===== src/hdl/ptla_pkg.sv =====
// Shared types, constants and helpers for the peer table learn-and-age block.
`default_nettype none

package ptla_pkg;

   // Table geometry
   localparam int TABLE_DEPTH = 16;
   localparam int SLOT_W      = (TABLE_DEPTH > 1) ? $clog2(TABLE_DEPTH) : 1;

   // Field widths
   localparam int MAGIC_W     = 32;
   localparam int KEY_W       = 32;
   localparam int PORT_W      = 16;
   localparam int TIME_W      = 32;
   localparam int TIMEOUT_W   = 16;
   localparam int SLOT_USED_W = 4;
   localparam int MASK_W      = 16;
   localparam int MASK_SRC_W  = (TABLE_DEPTH > MASK_W) ? TABLE_DEPTH : MASK_W;

   // Configuration port
   localparam int CSR_INDEX_W = 1;
   localparam int CSR_DATA_W  = 32;
   localparam logic [CSR_INDEX_W-1:0] CSR_EXPECTED_MAGIC  = CSR_INDEX_W'(0);
   localparam logic [CSR_INDEX_W-1:0] CSR_TIMEOUT_SECONDS = CSR_INDEX_W'(1);
   localparam logic [MAGIC_W-1:0]     MAGIC_RESET         = '0;
   localparam logic [TIMEOUT_W-1:0]   TIMEOUT_RESET       = TIMEOUT_W'(30);

   // Queues between the parts
   localparam int QUEUE_DEPTH = 2;
   localparam int QUEUE_PTR_W = (QUEUE_DEPTH > 1) ? $clog2(QUEUE_DEPTH) : 1;
   localparam int QUEUE_CNT_W = $clog2(QUEUE_DEPTH + 1);

   typedef enum logic [1:0] {
      OUTCOME_IGNORED   = 2'd0,
      OUTCOME_REFRESHED = 2'd1,
      OUTCOME_INSERTED  = 2'd2,
      OUTCOME_DROPPED   = 2'd3
   } outcome_type;

   typedef enum logic [1:0] {
      BACK_IDLE,
      BACK_MATCH,
      BACK_UPDATE,
      BACK_AGE
   } back_state_type;

   // Classified announcement handed from front to back
   typedef struct packed {
      logic              magic_ok;
      logic [KEY_W-1:0]  host_key;
      logic [PORT_W-1:0] listen_port;
      logic [TIME_W-1:0] now_seconds;
   } cmd_type;

   // One result transaction
   typedef struct packed {
      outcome_type            outcome;
      logic [SLOT_USED_W-1:0] slot_used;
      logic [MASK_W-1:0]      expired_mask;
      logic [MASK_W-1:0]      active_mask;
   } rsp_type;

   // Report the low slots of a per-slot vector, zero above the table
   function automatic logic [MASK_W-1:0] report_mask(input logic [TABLE_DEPTH-1:0] vec);
      logic [MASK_SRC_W-1:0] ext;
      ext = MASK_SRC_W'(vec);
      return ext[MASK_W-1:0];
   endfunction

endpackage

`default_nettype wire


===== src/hdl/ptla_front.sv =====
// Front part: configuration of the magic word, classification and command queue.
`default_nettype none

module ptla_front (
   input  wire                                  clock,
   input  wire                                  reset,
   input  wire                                  csr_write_enable,
   input  wire  [ptla_pkg::CSR_INDEX_W-1:0]     csr_index,
   input  wire  [ptla_pkg::CSR_DATA_W-1:0]      csr_write_data,
   input  wire                                  req_push,
   output logic                                 req_full,
   input  wire  [ptla_pkg::MAGIC_W-1:0]         req_magic_word,
   input  wire  [ptla_pkg::KEY_W-1:0]           req_host_key,
   input  wire  [ptla_pkg::PORT_W-1:0]          req_listen_port,
   input  wire  [ptla_pkg::TIME_W-1:0]          req_now_seconds,
   output logic                                 cmd_valid,
   output ptla_pkg::cmd_type                    cmd,
   input  wire                                  cmd_pop
);

   logic [ptla_pkg::MAGIC_W-1:0]     magic_ff;
   ptla_pkg::cmd_type                queue_ff [ptla_pkg::QUEUE_DEPTH];
   logic [ptla_pkg::QUEUE_PTR_W-1:0] wr_ptr_ff, wr_ptr_in;
   logic [ptla_pkg::QUEUE_PTR_W-1:0] rd_ptr_ff, rd_ptr_in;
   logic [ptla_pkg::QUEUE_CNT_W-1:0] count_ff, count_in;
   logic                             do_push;
   logic                             do_pop;
   ptla_pkg::cmd_type                push_cmd;

   // Hold the expected magic word
   always_ff @(posedge clock) begin
      if (reset) begin
         magic_ff <= ptla_pkg::MAGIC_RESET;
      end else if (csr_write_enable && csr_index == ptla_pkg::CSR_EXPECTED_MAGIC) begin
         magic_ff <= csr_write_data[ptla_pkg::MAGIC_W-1:0];
      end
   end

   // Classify the incoming announcement
   always_comb begin
      push_cmd.magic_ok    = (req_magic_word == magic_ff);
      push_cmd.host_key    = req_host_key;
      push_cmd.listen_port = req_listen_port;
      push_cmd.now_seconds = req_now_seconds;
   end

   assign req_full  = (count_ff == ptla_pkg::QUEUE_CNT_W'(ptla_pkg::QUEUE_DEPTH));
   assign cmd_valid = (count_ff != '0);
   assign cmd       = queue_ff[rd_ptr_ff];
   assign do_push   = req_push && !req_full;
   assign do_pop    = cmd_pop && cmd_valid;

   // Advance pointers and fill count
   always_comb begin
      wr_ptr_in = wr_ptr_ff;
      rd_ptr_in = rd_ptr_ff;
      count_in  = count_ff;
      if (do_push) begin
         wr_ptr_in = (wr_ptr_ff == ptla_pkg::QUEUE_PTR_W'(ptla_pkg::QUEUE_DEPTH - 1)) ?
                     '0 : wr_ptr_ff + 1'b1;
      end
      if (do_pop) begin
         rd_ptr_in = (rd_ptr_ff == ptla_pkg::QUEUE_PTR_W'(ptla_pkg::QUEUE_DEPTH - 1)) ?
                     '0 : rd_ptr_ff + 1'b1;
      end
      if (do_push && !do_pop) begin
         count_in = count_ff + 1'b1;
      end else if (!do_push && do_pop) begin
         count_in = count_ff - 1'b1;
      end
   end

   always_ff @(posedge clock) begin
      if (reset) begin
         wr_ptr_ff <= '0;
         rd_ptr_ff <= '0;
         count_ff  <= '0;
      end else begin
         wr_ptr_ff <= wr_ptr_in;
         rd_ptr_ff <= rd_ptr_in;
         count_ff  <= count_in;
      end
   end

   // Store the classified transaction
   always_ff @(posedge clock) begin
      if (do_push) begin
         queue_ff[wr_ptr_ff] <= push_cmd;
      end
   end

endmodule

`default_nettype wire


===== src/hdl/ptla_back.sv =====
// Back part: peer table storage, match, learn and aging sequencer.
`default_nettype none

module ptla_back (
   input  wire                                  clock,
   input  wire                                  reset,
   input  wire                                  csr_write_enable,
   input  wire  [ptla_pkg::CSR_INDEX_W-1:0]     csr_index,
   input  wire  [ptla_pkg::CSR_DATA_W-1:0]      csr_write_data,
   input  wire                                  cmd_valid,
   input  ptla_pkg::cmd_type                    cmd,
   output logic                                 cmd_pop,
   input  wire                                  rsp_full,
   output logic                                 rsp_push,
   output ptla_pkg::rsp_type                    rsp
);

   ptla_pkg::back_state_type             state_ff, state_in;
   logic [ptla_pkg::TIMEOUT_W-1:0]       timeout_ff;
   ptla_pkg::cmd_type                    cmd_ff, cmd_in;
   logic [ptla_pkg::TABLE_DEPTH-1:0]     hit_vec_ff, hit_vec_in;
   ptla_pkg::outcome_type                outcome_ff, outcome_in;
   logic [ptla_pkg::SLOT_W-1:0]          slot_ff, slot_in;
   logic [ptla_pkg::TABLE_DEPTH-1:0]     valid_ff, valid_in;
   logic [ptla_pkg::KEY_W-1:0]           key_ff  [ptla_pkg::TABLE_DEPTH];
   logic [ptla_pkg::KEY_W-1:0]           key_in  [ptla_pkg::TABLE_DEPTH];
   logic [ptla_pkg::PORT_W-1:0]          port_ff [ptla_pkg::TABLE_DEPTH];
   logic [ptla_pkg::PORT_W-1:0]          port_in [ptla_pkg::TABLE_DEPTH];
   logic [ptla_pkg::TIME_W-1:0]          seen_ff [ptla_pkg::TABLE_DEPTH];
   logic [ptla_pkg::TIME_W-1:0]          seen_in [ptla_pkg::TABLE_DEPTH];

   logic [ptla_pkg::TABLE_DEPTH-1:0]     match_vec;
   logic [ptla_pkg::TABLE_DEPTH-1:0]     expire_vec;
   logic                                 hit_found;
   logic [ptla_pkg::SLOT_W-1:0]          hit_idx;
   logic                                 free_found;
   logic [ptla_pkg::SLOT_W-1:0]          free_idx;
   logic [ptla_pkg::TIME_W-1:0]          timeout_ext;

   // Hold the timeout register
   always_ff @(posedge clock) begin
      if (reset) begin
         timeout_ff <= ptla_pkg::TIMEOUT_RESET;
      end else if (csr_write_enable && csr_index == ptla_pkg::CSR_TIMEOUT_SECONDS) begin
         timeout_ff <= csr_write_data[ptla_pkg::TIMEOUT_W-1:0];
      end
   end

   assign timeout_ext = ptla_pkg::TIME_W'(timeout_ff);

   // Compare every slot against the latched key and port
   always_comb begin
      for (int i = 0; i < ptla_pkg::TABLE_DEPTH; i++) begin
         match_vec[i] = valid_ff[i] && key_ff[i] == cmd_ff.host_key &&
                        port_ff[i] == cmd_ff.listen_port;
      end
   end

   // Pick the lowest hit and the lowest free slot
   always_comb begin
      hit_found  = 1'b0;
      hit_idx    = '0;
      free_found = 1'b0;
      free_idx   = '0;
      for (int i = ptla_pkg::TABLE_DEPTH - 1; i >= 0; i--) begin
         if (hit_vec_ff[i]) begin
            hit_found = 1'b1;
            hit_idx   = ptla_pkg::SLOT_W'(i);
         end
         if (!valid_ff[i]) begin
            free_found = 1'b1;
            free_idx   = ptla_pkg::SLOT_W'(i);
         end
      end
   end

   // Age every slot; a bad magic word runs no sweep
   always_comb begin
      for (int i = 0; i < ptla_pkg::TABLE_DEPTH; i++) begin
         expire_vec[i] = cmd_ff.magic_ok && valid_ff[i] &&
                         ((cmd_ff.now_seconds - seen_ff[i]) > timeout_ext);
      end
   end

   // Sequence: take, match, update, age and report
   always_comb begin
      state_in   = state_ff;
      cmd_in     = cmd_ff;
      hit_vec_in = hit_vec_ff;
      outcome_in = outcome_ff;
      slot_in    = slot_ff;
      valid_in   = valid_ff;
      key_in     = key_ff;
      port_in    = port_ff;
      seen_in    = seen_ff;
      cmd_pop    = 1'b0;
      rsp_push   = 1'b0;

      rsp.outcome      = outcome_ff;
      rsp.slot_used    = ptla_pkg::SLOT_USED_W'(slot_ff);
      rsp.expired_mask = ptla_pkg::report_mask(expire_vec);
      rsp.active_mask  = ptla_pkg::report_mask(valid_ff & ~expire_vec);

      case (state_ff)
         ptla_pkg::BACK_IDLE: begin
            if (cmd_valid) begin
               cmd_pop    = 1'b1;
               cmd_in     = cmd;
               outcome_in = ptla_pkg::OUTCOME_IGNORED;
               slot_in    = '0;
               state_in   = cmd.magic_ok ? ptla_pkg::BACK_MATCH : ptla_pkg::BACK_AGE;
            end
         end
         ptla_pkg::BACK_MATCH: begin
            hit_vec_in = match_vec;
            state_in   = ptla_pkg::BACK_UPDATE;
         end
         ptla_pkg::BACK_UPDATE: begin
            if (hit_found) begin
               seen_in[hit_idx] = cmd_ff.now_seconds;
               outcome_in       = ptla_pkg::OUTCOME_REFRESHED;
               slot_in          = hit_idx;
            end else if (free_found) begin
               valid_in[free_idx] = 1'b1;
               key_in[free_idx]   = cmd_ff.host_key;
               port_in[free_idx]  = cmd_ff.listen_port;
               seen_in[free_idx]  = cmd_ff.now_seconds;
               outcome_in         = ptla_pkg::OUTCOME_INSERTED;
               slot_in            = free_idx;
            end else begin
               outcome_in = ptla_pkg::OUTCOME_DROPPED;
               slot_in    = '0;
            end
            state_in = ptla_pkg::BACK_AGE;
         end
         ptla_pkg::BACK_AGE: begin
            // Stall here until the result queue has room
            if (!rsp_full) begin
               rsp_push = 1'b1;
               valid_in = valid_ff & ~expire_vec;
               state_in = ptla_pkg::BACK_IDLE;
            end
         end
         default: begin
            state_in = ptla_pkg::BACK_IDLE;
         end
      endcase
   end

   // Control state
   always_ff @(posedge clock) begin
      if (reset) begin
         state_ff <= ptla_pkg::BACK_IDLE;
         valid_ff <= '0;
      end else begin
         state_ff <= state_in;
         valid_ff <= valid_in;
      end
   end

   // Payload and table contents
   always_ff @(posedge clock) begin
      cmd_ff     <= cmd_in;
      hit_vec_ff <= hit_vec_in;
      outcome_ff <= outcome_in;
      slot_ff    <= slot_in;
      key_ff     <= key_in;
      port_ff    <= port_in;
      seen_ff    <= seen_in;
   end

endmodule

`default_nettype wire


===== src/hdl/ptla_rsp_queue.sv =====
// Result queue between the back part and the result ports.
`default_nettype none

module ptla_rsp_queue (
   input  wire                  clock,
   input  wire                  reset,
   input  wire                  push,
   input  ptla_pkg::rsp_type    push_data,
   output logic                 full,
   input  wire                  pop,
   output logic                 empty,
   output ptla_pkg::rsp_type    head
);

   ptla_pkg::rsp_type                queue_ff [ptla_pkg::QUEUE_DEPTH];
   logic [ptla_pkg::QUEUE_PTR_W-1:0] wr_ptr_ff, wr_ptr_in;
   logic [ptla_pkg::QUEUE_PTR_W-1:0] rd_ptr_ff, rd_ptr_in;
   logic [ptla_pkg::QUEUE_CNT_W-1:0] count_ff, count_in;
   logic                             do_push;
   logic                             do_pop;

   assign full    = (count_ff == ptla_pkg::QUEUE_CNT_W'(ptla_pkg::QUEUE_DEPTH));
   assign empty   = (count_ff == '0);
   assign head    = queue_ff[rd_ptr_ff];
   assign do_push = push && !full;
   assign do_pop  = pop && !empty;

   // Advance pointers and fill count
   always_comb begin
      wr_ptr_in = wr_ptr_ff;
      rd_ptr_in = rd_ptr_ff;
      count_in  = count_ff;
      if (do_push) begin
         wr_ptr_in = (wr_ptr_ff == ptla_pkg::QUEUE_PTR_W'(ptla_pkg::QUEUE_DEPTH - 1)) ?
                     '0 : wr_ptr_ff + 1'b1;
      end
      if (do_pop) begin
         rd_ptr_in = (rd_ptr_ff == ptla_pkg::QUEUE_PTR_W'(ptla_pkg::QUEUE_DEPTH - 1)) ?
                     '0 : rd_ptr_ff + 1'b1;
      end
      if (do_push && !do_pop) begin
         count_in = count_ff + 1'b1;
      end else if (!do_push && do_pop) begin
         count_in = count_ff - 1'b1;
      end
   end

   always_ff @(posedge clock) begin
      if (reset) begin
         wr_ptr_ff <= '0;
         rd_ptr_ff <= '0;
         count_ff  <= '0;
      end else begin
         wr_ptr_ff <= wr_ptr_in;
         rd_ptr_ff <= rd_ptr_in;
         count_ff  <= count_in;
      end
   end

   // Store the result transaction
   always_ff @(posedge clock) begin
      if (do_push) begin
         queue_ff[wr_ptr_ff] <= push_data;
      end
   end

endmodule

`default_nettype wire


===== src/hdl/peer_table_learn_and_age.sv =====
// Top level of the peer table learn-and-age block.
//
//   channel   ports                                   handshake
//   request   req_magic_word/host_key/listen_port/    req_push, req_full
//             req_now_seconds
//   response  rsp_outcome/slot_used/expired_mask/     rsp_empty, rsp_pop
//             rsp_active_mask
//   config    csr_index, csr_write_data               csr_write_enable
//
// The back sequencer steps through take, match, update and age for an announcement with a
// good magic word and through take and age for one with a bad magic word; it takes the next
// announcement only once the last result is pushed, so it sets the rate. A request goes
// through the command queue, the sequencer steps and the result queue to the result ports.
// Two-entry queues on both sides let requests be taken while results wait to be popped;
// the sequencer holds in its aging step while the result queue is full.
// Synchronous reset clears the valid bits, queue pointers and counts and sequencer state at once.
`default_nettype none

module peer_table_learn_and_age (
   input  wire                                  clock,
   input  wire                                  reset,
   input  wire                                  req_push,
   output logic                                 req_full,
   input  wire  [ptla_pkg::MAGIC_W-1:0]         req_magic_word,
   input  wire  [ptla_pkg::KEY_W-1:0]           req_host_key,
   input  wire  [ptla_pkg::PORT_W-1:0]          req_listen_port,
   input  wire  [ptla_pkg::TIME_W-1:0]          req_now_seconds,
   output logic                                 rsp_empty,
   input  wire                                  rsp_pop,
   output logic [1:0]                           rsp_outcome,
   output logic [ptla_pkg::SLOT_USED_W-1:0]     rsp_slot_used,
   output logic [ptla_pkg::MASK_W-1:0]          rsp_expired_mask,
   output logic [ptla_pkg::MASK_W-1:0]          rsp_active_mask,
   input  wire                                  csr_write_enable,
   input  wire  [ptla_pkg::CSR_INDEX_W-1:0]     csr_index,
   input  wire  [ptla_pkg::CSR_DATA_W-1:0]      csr_write_data
);

   logic              cmd_valid;
   ptla_pkg::cmd_type cmd;
   logic              cmd_pop;
   logic              rsp_full;
   logic              rsp_push;
   ptla_pkg::rsp_type rsp;
   ptla_pkg::rsp_type rsp_head;

   ptla_front u_front (
      .clock            (clock),
      .reset            (reset),
      .csr_write_enable (csr_write_enable),
      .csr_index        (csr_index),
      .csr_write_data   (csr_write_data),
      .req_push         (req_push),
      .req_full         (req_full),
      .req_magic_word   (req_magic_word),
      .req_host_key     (req_host_key),
      .req_listen_port  (req_listen_port),
      .req_now_seconds  (req_now_seconds),
      .cmd_valid        (cmd_valid),
      .cmd              (cmd),
      .cmd_pop          (cmd_pop)
   );

   ptla_back u_back (
      .clock            (clock),
      .reset            (reset),
      .csr_write_enable (csr_write_enable),
      .csr_index        (csr_index),
      .csr_write_data   (csr_write_data),
      .cmd_valid        (cmd_valid),
      .cmd              (cmd),
      .cmd_pop          (cmd_pop),
      .rsp_full         (rsp_full),
      .rsp_push         (rsp_push),
      .rsp              (rsp)
   );

   ptla_rsp_queue u_rsp_queue (
      .clock     (clock),
      .reset     (reset),
      .push      (rsp_push),
      .push_data (rsp),
      .full      (rsp_full),
      .pop       (rsp_pop),
      .empty     (rsp_empty),
      .head      (rsp_head)
   );

   // Drive the result ports from the queue head
   assign rsp_outcome      = rsp_head.outcome;
   assign rsp_slot_used    = rsp_head.slot_used;
   assign rsp_expired_mask = rsp_head.expired_mask;
   assign rsp_active_mask  = rsp_head.active_mask;

endmodule

`default_nettype wire


===== config.mk =====
export PLATFORM = sky130hd
export DESIGN_NAME = peer_table_learn_and_age
export DESIGN_NICKNAME = d
export VERILOG_FILES = /design/src/hdl/ptla_pkg.sv /design/src/hdl/ptla_front.sv /design/src/hdl/ptla_back.sv /design/src/hdl/ptla_rsp_queue.sv /design/src/hdl/peer_table_learn_and_age.sv
export SDC_FILE = /design/constraint.sdc
export NUM_CORES = 2
export LEC_CHECK = 0
export BUFFER_PORTS_ARGS = -buffer_cell sky130_fd_sc_hd__clkbuf_2
export CAP_MARGIN = 20
export CORE_UTILIZATION = 64
export CTS_CLUSTER_DIAMETER = 200
export DETAILED_ROUTE_END_ITERATION = 8
export PLACE_DENSITY = 0.92
export SYNTH_ARGS = -nofsm -noshare
export SYNTH_HDL_FRONTEND = slang
export SYNTH_HIERARCHICAL = 1
export SYNTH_SLANG_ARGS = --single-unit

===== constraint.sdc =====
create_clock -name clock -period 6 [get_ports clock]
set_input_delay 0.9 -clock clock [delete_from_list [all_inputs] [get_ports clock]]
set_output_delay 0.9 -clock clock [all_outputs]
set_load 0.05 [all_outputs]

==> results.cfg <==
[outcome]
status = finished with violations
violations = max-capacitance violations, max-slew violations

[synthesis]
syn_inst = 9414
synth-warning-count = 6
synth.avg_cell_area_um2 = 10.9
seq_area_frac_synth_pct = 48.9
yosysMostFrequentCell = edfxtp_1
synth_edf_count = 1621
synth.cell_area_um2 = 103000
async_flop_share_pct = 0
synth_area_leader_cell = edfxtp_1
synth-seq-cells = 1697
synth_flop_cell = edfxtp_1
ys_types = 101
syn-num-nets = 10300
synth_common_cells = edfxtp_1 (1621), ha_1 (758), inv_1 (703)
synthTopCellsByArea = edfxtp_1 (47%), ha_1 (9.2%), xor2_1 (5.3%)
synth.top_cell.area_share_pct = 47.4

[die]
io_pins = 190
initial_utilization_pct = 64.7
rows = 146
die_h_um = 403
coreArea_um2 = 159000
dieArea_um2 = 162000
fp.dieW_um = 403

[timing]
slew_headroom_pct = -4.86
max_freq_mhz = 178
setup_viol = 0
fin_setup_tns_ns = 0
clock_skew_ns = 0.0855
tightest_slew_ns = 1.57
final.min_clock_period_ns = 5.63
drv_slew = 10
rsz0062_at_grt = no
fin_ws_ns = 0.372
hold_viol = 0
fin_crit_sh_pct = 93.8

[setup_path]
cp_max_fo = 12
critical_path_buf_inv_count = 0
crit_chain = ha_1 -> and3_1 -> a221oi_1 -> o21ba_2 -> a21oi_1 -> a21o_1 -> a21oi_1 -> xnor2_1 -> ha_1 -> nand4_1 -> or3_1 -> or2_2 -> a2111oi_0 -> nand4_1 -> nor4b_1 -> nand4_1 -> and3_1
path_class = reg -> reg
cp.required_ns = 6.62
slowest_stage = edfxtp_1
path_common_cell = nand4_1
max_stage_delay_ns = 0.88
crit_path_end_kind = register
cp.arrival_ns = 6.25
cpLargestDelayFamily = simple AND/OR/NAND/NOR gates
cp-start-kind = register

[placed_design]
routabilityCongestion = 1.00
place_ws_ns = 0.342
hpwl_um = 220000
portBuffers = 189

[global_routing]
grt_max_degree = 82
groute.layer.met1.usage_pct = 49.1
grt_pass1_vias = 78900
grtUsageMet3_pct = 11.2
groute.usage.overall_pct = 40.8
grt_overflow_total = 0
grt-busiest-layer = met2
grt_pass1_wl_um = 494000
grt_use_met2_pct = 62.9
antenna_found_initial = 32

[clock_network]
clk_latency_ns = 0.92
cts_buffers = 175
clk_pin_slew_ns = 0.07
cts_buffer_depth = 3
tritoncts = done
clock-sinks = 1697
htree_levels = 4
clockRootBuffer = clkbuf_16
hold_buffers = 0

[drt]
wl_per_cell_um = 28.8
vias_per_cell = 6.81
dr.pass1.iters = 7
drc = 0
drtAntennaViolNets = 0
wl_um = 344000
drt_iter0_markers = 11000
vias = 81300

[finish]
area_growth_pct = 10.5
nNetsFinal = 10600
post-route-util_pct = 71.4
drive_gt1_share_pct = 9.88

[power_and_ir_drop]
leakage_nw = 45.6
power_w = 0.0515
peakVddDrop_mv = 0.798
power_density_nw_per_um2 = 453

[hold_path]
hp-class = in -> reg

[job]
maxCapViolCount = 1
-- registers in the layout, summed over array words and instances, names as in the netlist, 4 cells and up, named ones only --
signal	count
u_back/hit_vec_ff	16
u_back/timeout_ff	16
u_front/queue_ff	162
u_back/valid_ff	16
u_front/magic_ff	32
u_back/slot_ff	4
u_back/port_ff	256
u_back/seen_ff	512
u_back/key_ff	512
u_back/cmd_ff	81
u_rsp_queue/queue_ff	76
-- power breakdown --
group          internal, W  total, W  switching, W
Combinational      0.00848    0.0242        0.0158
Sequential          0.0145    0.0155       0.00101
Clock              0.00656    0.0117       0.00517
-- cells in the final DEF (no fill, tap or decap), types with 25 or more instances in the layout --
| cell | n |
|---|---|
| dfxtp_1 | 74 |
| ha_1 | 758 |
| a221oi_1 | 32 |
| clkbuf_16 | 179 |
| clkinv_2 | 25 |
| or2_2 | 29 |
| mux2_2 | 126 |
| nand2_1 | 515 |
| edfxtp_1 | 1621 |
| o21a_1 | 113 |
| a21o_1 | 275 |
| nor3_1 | 98 |
| o211ai_1 | 63 |
| o22ai_1 | 37 |
| o21bai_1 | 66 |
| or3_1 | 26 |
| buf_4 | 245 |
| and2_1 | 357 |
| o31ai_1 | 41 |
| nor4_1 | 175 |
| clkbuf_1 | 36 |
| o2111ai_1 | 33 |
| a211oi_1 | 72 |
| o21ai_0 | 336 |
| a2111oi_0 | 33 |
| clkbuf_2 | 189 |
| nand3_1 | 152 |
| a21oi_1 | 621 |
| nand4_1 | 235 |
| nor2b_1 | 265 |
| a31oi_1 | 62 |
| and3_1 | 80 |
| a21boi_0 | 28 |
| xnor2_1 | 469 |
| xor2_1 | 621 |
| clkinv_1 | 31 |
| mux2i_1 | 42 |
| nand2b_1 | 85 |
| inv_1 | 701 |
| nor2_1 | 362 |
-- path summary, 6_finish.rpt --
check                           cells past startpoint                  from  slack, ns                           to
worst min register to register                      0  u_back/outcome_ff[0]       0.45  u_rsp_queue/queue_ff[1][36]
worst max-delay path                               17      u_back/cmd_ff[8]       0.37  u_rsp_queue/queue_ff[0][26]
worst min-delay path                                1      req_host_key[24]       0.17      u_front/queue_ff[1][72]
worst max register to register                     17      u_back/cmd_ff[8]       0.37  u_rsp_queue/queue_ff[0][26]
-- repair_timing --
item / CTS / global route
gates resized for setup: 0 / 3
setup endpoints to repair: 0 / 13
buffers inserted: 0 / 6
-- logic make-up after synthesis --
family,synth area share (%)
adders and majority gates,9.54
and+or+nand+nor,13.1
xor gates and xnor gates,9.29
muxes,1.79
AOI/OAI and AO/OA,13.4
buffers and inverters,3.99
DFF,48.9
-- per-layer routing --
layer / routed length (µm) / vias up
li1: - / 35100
met1: 120000 / 38500
met2: 151000 / 5865
met3: 40900 / 1772
met4: 30800 / 14
met5: 96 / -
-- layout make-up --
class	instances	area, µm²
Antenna cell	13	32.5
Fill cell	10500	45400
Timing Repair Buffer	463	3360
Inverter	703	2640
Multi-Input combinational cell	6653	48700
Clock buffer	217	4640
Clock inverter	108	1380
Sequential cell	1697	50200
Tap cell	2072	2590
-- metrics by stage --
step	hold WS (ns)	instances	instance area, µm²
finish	0.174	11900	114000
global route	0.147	11900	114000
CTS	0.151	11900	113000
detailed placement	0.434	11600	107000
global placement	0.424	11600	107000
floorplan	0.421	9414	103000
(Power assumes the default switching activity.)
